--- src/sv/rse_pkg.sv ---
// Package: Reed-Solomon encoder sizes, GF(2^8) arithmetic and generator polynomial.
package rse_pkg;

  localparam int unsigned PARITY_BYTES  = 32;
  localparam int unsigned MESSAGE_BYTES = 223;
  localparam logic [8:0]  FIELD_POLY    = 9'h11d;

  localparam int unsigned DRAIN_CW = $clog2(PARITY_BYTES + 1);
  localparam logic [7:0]  LAST_IDX = 8'(MESSAGE_BYTES - 1);

  typedef logic [PARITY_BYTES-1:0][7:0] rem_t;
  typedef logic [7:0] gen_t [PARITY_BYTES+1];

  function automatic logic [7:0] gf_mul(logic [7:0] x, logic [7:0] y);
    logic [8:0] a;
    logic [7:0] r;
    a = {1'b0, x};
    r = '0;
    for (int k = 0; k < 8; k++) begin
      if (y[k]) begin
        r = r ^ a[7:0];
      end
      a = {a[7:0], 1'b0};
      if (a[8]) begin
        a = a ^ FIELD_POLY;
      end
    end
    return r;
  endfunction

  // g(x) = prod (x + alpha^i), i = 0 .. PARITY_BYTES-1, alpha = 2
  function automatic gen_t build_gen();
    gen_t       g;
    logic [7:0] root;
    for (int j = 0; j <= PARITY_BYTES; j++) begin
      g[j] = '0;
    end
    g[0] = 8'h01;
    root = 8'h01;
    for (int i = 0; i < PARITY_BYTES; i++) begin
      for (int j = i + 1; j > 0; j--) begin
        g[j] = g[j-1] ^ gf_mul(g[j], root);
      end
      g[0] = gf_mul(g[0], root);
      root = gf_mul(root, 8'h02);
    end
    return g;
  endfunction

  localparam gen_t GEN = build_gen();

endpackage

--- src/sv/rse_lfsr.sv ---
// Remainder LFSR: one message byte per beat, all taps updated in parallel.
module rse_lfsr import rse_pkg::*; (
  input  logic       clk_i,
  input  logic       rst_ni,
  input  logic       beat_i,
  input  logic       clear_i,
  input  logic [7:0] data_i,
  output rem_t       rem_next_o
);

  rem_t       rem_q;
  rem_t       rem_d;
  logic [7:0] fb;

  always_comb begin
    fb = data_i ^ rem_q[PARITY_BYTES-1];
    rem_d[0] = gf_mul(fb, GEN[0]);
    for (int j = 1; j < PARITY_BYTES; j++) begin
      rem_d[j] = rem_q[j-1] ^ gf_mul(fb, GEN[j]);
    end
  end

  assign rem_next_o = rem_d;

  always_ff @(posedge clk_i or negedge rst_ni) begin
    if (!rst_ni) begin
      rem_q <= '0;
    end else if (beat_i) begin
      rem_q <= clear_i ? '0 : rem_d;
    end
  end

endmodule

--- src/sv/rs_systematic_encoder.sv ---
// Top level: systematic RS(255-style) parity encoder over GF(2^8), poly 0x11d.
//
//  port group | dir | tdata bits          | tlast
//  s_axis     | in  | [7:0] data_byte     | -
//  m_axis     | out | [7:0] parity_byte   | last_parity
//
// One message byte per cycle while s_axis_tready_o is high; the remainder LFSR updates all taps in parallel.
// On the last message byte the remainder is copied to a parity shift register
// and drained over PARITY_BYTES output beats, highest power first, the first
// one valid the cycle after the last message byte.
// Input is held off only when a codeword's last byte arrives before the previous
// parity drain hands off its final beat. Output stalls hold the beat.
// Reset clears the remainder, the byte count and the drain count.
module rs_systematic_encoder import rse_pkg::*; (
  input  logic       clk_i,
  input  logic       rst_ni,
  input  logic       s_axis_tvalid_i,
  output logic       s_axis_tready_o,
  input  logic [7:0] s_axis_tdata_i,   // [7:0] data_byte
  output logic       m_axis_tvalid_o,
  input  logic       m_axis_tready_i,
  output logic [7:0] m_axis_tdata_o,   // [7:0] parity_byte
  output logic       m_axis_tlast_o
);

  logic [7:0]          cnt_q, cnt_d;
  logic [DRAIN_CW-1:0] drain_q, drain_d;
  rem_t                par_q, par_d;
  rem_t                rem_next;
  logic                s_beat, m_beat, final_byte;

  assign m_axis_tvalid_o = (drain_q != '0);
  assign m_axis_tdata_o  = par_q[PARITY_BYTES-1];
  assign m_axis_tlast_o  = (drain_q == DRAIN_CW'(1));

  assign m_beat = m_axis_tvalid_o && m_axis_tready_i;

  assign s_axis_tready_o = (cnt_q != LAST_IDX) || (drain_q == '0) ||
                           (m_axis_tlast_o && m_axis_tready_i);

  assign s_beat     = s_axis_tvalid_i && s_axis_tready_o;
  assign final_byte = (cnt_q == LAST_IDX);

  rse_lfsr u_lfsr (
    .clk_i      (clk_i),
    .rst_ni     (rst_ni),
    .beat_i     (s_beat),
    .clear_i    (final_byte),
    .data_i     (s_axis_tdata_i),
    .rem_next_o (rem_next)
  );

  always_comb begin
    cnt_d   = cnt_q;
    drain_d = drain_q;
    par_d   = par_q;
    if (m_beat) begin
      drain_d = drain_q - DRAIN_CW'(1);
      par_d   = {par_q[PARITY_BYTES-2:0], 8'h00};
    end
    if (s_beat) begin
      if (final_byte) begin
        cnt_d   = '0;
        drain_d = DRAIN_CW'(PARITY_BYTES);
        par_d   = rem_next;
      end else begin
        cnt_d = cnt_q + 8'd1;
      end
    end
  end

  always_ff @(posedge clk_i or negedge rst_ni) begin
    if (!rst_ni) begin
      cnt_q   <= '0;
      drain_q <= '0;
    end else begin
      cnt_q   <= cnt_d;
      drain_q <= drain_d;
    end
  end

  always_ff @(posedge clk_i) begin
    par_q <= par_d;
  end

endmodule

--- config.mk ---
export PLATFORM = sky130hd
export DESIGN_NAME = rs_systematic_encoder
export DESIGN_NICKNAME = d
export VERILOG_FILES = /design/src/sv/rse_pkg.sv /design/src/sv/rse_lfsr.sv /design/src/sv/rs_systematic_encoder.sv
export SDC_FILE = /design/constraint.sdc
export NUM_CORES = 1
export LEC_CHECK = 0
export ABC_AREA = 0
export CAP_MARGIN = 0
export CORE_MARGIN = 3
export CORE_UTILIZATION = 57
export DETAILED_ROUTE_END_ITERATION = 10
export DONT_BUFFER_PORTS = 1
export PLACE_DENSITY = 0.73
export RECOVER_POWER = 25
export SLEW_MARGIN = 10
export SYNTH_ARGS = -nofsm -noshare
export SYNTH_HDL_FRONTEND = slang
export SYNTH_SLANG_ARGS = --single-unit
--- constraint.sdc ---
create_clock -name clk_i -period 7.2 [get_ports clk_i]
set_input_delay 1.44 -clock clk_i [delete_from_list [all_inputs] [get_ports clk_i]]
set_output_delay 1.44 -clock clk_i [all_outputs]
set_load 0.005 [all_outputs]
==> impl_metrics.yaml <==
outcome:
  status: "complete, no violations"
worst_setup_path:
  crit_buf_inv: 0
  rr_startpoint: "u_lfsr.rem_q[255]"
  crit_family: "XOR/XNOR gates"
  r2r_end: "u_lfsr.rem_q[252]"
  critPathArrivalTime_ns: 4.03
  cp-startpoint: "s_axis_tdata_i[7]"
  slowest_stage: "xor2_2"
  cp-start-kind: "input port"
  crit_type: "input port to register"
  ff2ff_setup_slack_ns: 3.91
  critPathMaxFanout: 11
  cp_cell_sequence: "xor2_2 > xnor2_2 > xnor3_1 > xnor2_1 > o21ai_0"
  required_ns: 7.66
  worstSetupEndpointType: "register"
  rr_worst_depth: 5
  max_stage_delay_ns: 0.81
clock_tree:
  cts_made_buffers: 54
  post_cts_buffers: 0
  cts_resized: 0
  clock_latency_ns: 0.61
  cts_buffer_depth: 3
  cts.clk_slew.worst_paths_ns: 0.06
  cts_max_level: 2
  tritoncts: "built"
  cts_root_buffer: "clkbuf_16"
  clock-sinks: 526
  cts_hold_buffers: 0
grt:
  grt.overflow.total: 0
  grt_pass1_vias: 18300
  grt_pass1_wl_um: 108000
  grt_max_degree: 271
  antenna_found_initial: 0
  track_usage: 0.296
yosys:
  synth_seq_cells: 526
  synthAdderAreaFrac: 0.00200
  ys_top_cells_by_count: "nand2_1, xnor2_1, dfrtp_1, dfxtp_1, o21ai_0"
  synth.cell_area_mm2: 0.0250
  post-synth-top-count-cell: "nand2_1"
  syn_avg_cell_area_um2: 9.53
  yosysUniqueCellTypes: 39
  synth-xor-area-share: 0.201
  synth_cells: 2624
  yosysTopAreaCellShare: 0.270
  ys_seq_area_frac: 0.475
  async_flop_share: 0.513
  synth_area_leaders: "dfrtp_1, dfxtp_1, xnor2_1"
  synth_compound_area_frac: 0.115
  synth_top_family_by_area: "XOR/XNOR gates"
  yosys.area.top_type: "dfrtp_1"
  synthMuxAreaShare: 0.0288
  synth_edf_count: 0
  synthSimpleGateAreaFrac: 0.146
  syn-num-nets: 2640
  synth_flop_cell: "dfrtp_1"
  yosysWarnings: 0
sta:
  slew_viol_final: 0
  worst_pin_slew_ns: 1.22
  fin_worst_skew_ns: 0.0198
  fmax_mhz: 280
  fin_crit_sh: 0.495
  rsz0062_at_grt: "no"
  finalHoldViolCount: 0
  holdWs_ns: 0.467
  setup_viol: 0
  fin_crit_ns: 3.57
  setup_slack_ns: 3.63
  slew_headroom: 0.185
  tns_ns: 0
die:
  io_pins: 23
  initial_core_util: 0.579
  core.rowCount: 76
  core_area_mm2: 0.0432
  die_area_mm2: 0.0464
  die_w_um: 215
  die_height_um: 215
route:
  drt-total-wl_um: 69300
  drc: 0
  drtAntennaViolNets: 0
  avgViaCountPerCell: 5.96
  drt_iter0_markers: 2024
  detail_route.wl_per_cell_um: 21.9
  first_pass_iters: 5
  num_vias: 18800
min_path:
  min_to: "par_q[3]"
  worstHoldStart: "par_q[3]"
  hold_class: "register to register"
  hold_depth: 1
placed_design:
  place_congestion: 0.879
  portBuffers: 0
  hpwlAfterDp_um: 41200
  pre_cts_slack_ns: 3.12
  dpl.cell_count: 3059
cells_and_area:
  drive_gt1_frac: 0.0951
  nets: 2546
  layout.cells.non_filler: 3160
  n_antenna_cell: 0
  area_growth_pct: 8.57
job:
  drv_cap: 0
## kinds of logic (layout without fill, tap and decap cells)
group / after synthesis / after routing
AO/OA/AOI/OAI: 521 / 521
XOR/XNOR: 455 / 455
adder cells (fa/ha/maj): 4 / 4
buffers and inverters: 189 / 140
flip-flops: 526 / 526
multiplexers: 64 / 64
AND/OR/NAND/NOR: 865 / 865
## worst max path at each step
stage,to,slack [ns],cells past startpoint
detailed placement,u_lfsr.rem_q[162],3.12,5
floorplan,u_lfsr.rem_q[80],3.80,6
global placement,u_lfsr.rem_q[252],3.14,5
global route,s_axis_tready_o,3.55,2
CTS,s_axis_tready_o,3.62,2
finish,u_lfsr.rem_q[252],3.63,5
## per-layer routing
metal,share of wire,GRT usage,vias to the layer above
li1,-,-,8527
met4,0.038,0.111,0
met3,0.077,0.0439,155
met2,0.47,0.474,804
met1,0.42,0.411,9357
met5,0,0,-
## stage by stage
stage | cell area (um2) | util
floorplan | 25000 | -
global placement | 25400 | 0.587
detailed placement | 25400 | 0.587
CTS | 27200 | 0.629
global route | 27200 | 0.629
finish | 27200 | 0.629
## layout by cell type (no fill, tap or decap), types with 4 or more instances in the layout
cell type and count:
nor2_1 52, nand4_1 4, dfrtp_1 270, a31oi_1 42, nand3_1 4, mux2_2 64, a22o_1 53, a21oi_1 143
xnor3_1 29, clkbuf_8 18, and2_1 4, and3_1 144, nand2_1 645, xnor2_1 298, clkinv_2 6, dfxtp_1 256
clkbuf_1 19, inv_1 5, xor2_2 6, clkbuf_16 55, xnor3_2 6, xor2_1 70, xnor2_2 28, buf_4 31
ha_1 4, o21ai_0 217, xnor2_4 15, o21ai_1 58
## final cells by class
class,count,area (um2)
fill,3503,16000
tap,585,732
clock buffer,92,1700
inverter,5,18.8
sequential,526,11900
timing repair buffer,34,293
clock inverter,9,98.8
multi-input combinational,1909,12400
## registers in the layout, summed over array words and instances, names as in the netlist
signal and flops:
par_q 248, u_lfsr.rem_q 256, drain_q 6, m_axis_tdata_o 8
cnt_q 8
Power is left out: the tool's default activity adds up to more than one toggle a clock period on the data nets, which glitch-free logic cannot reach.
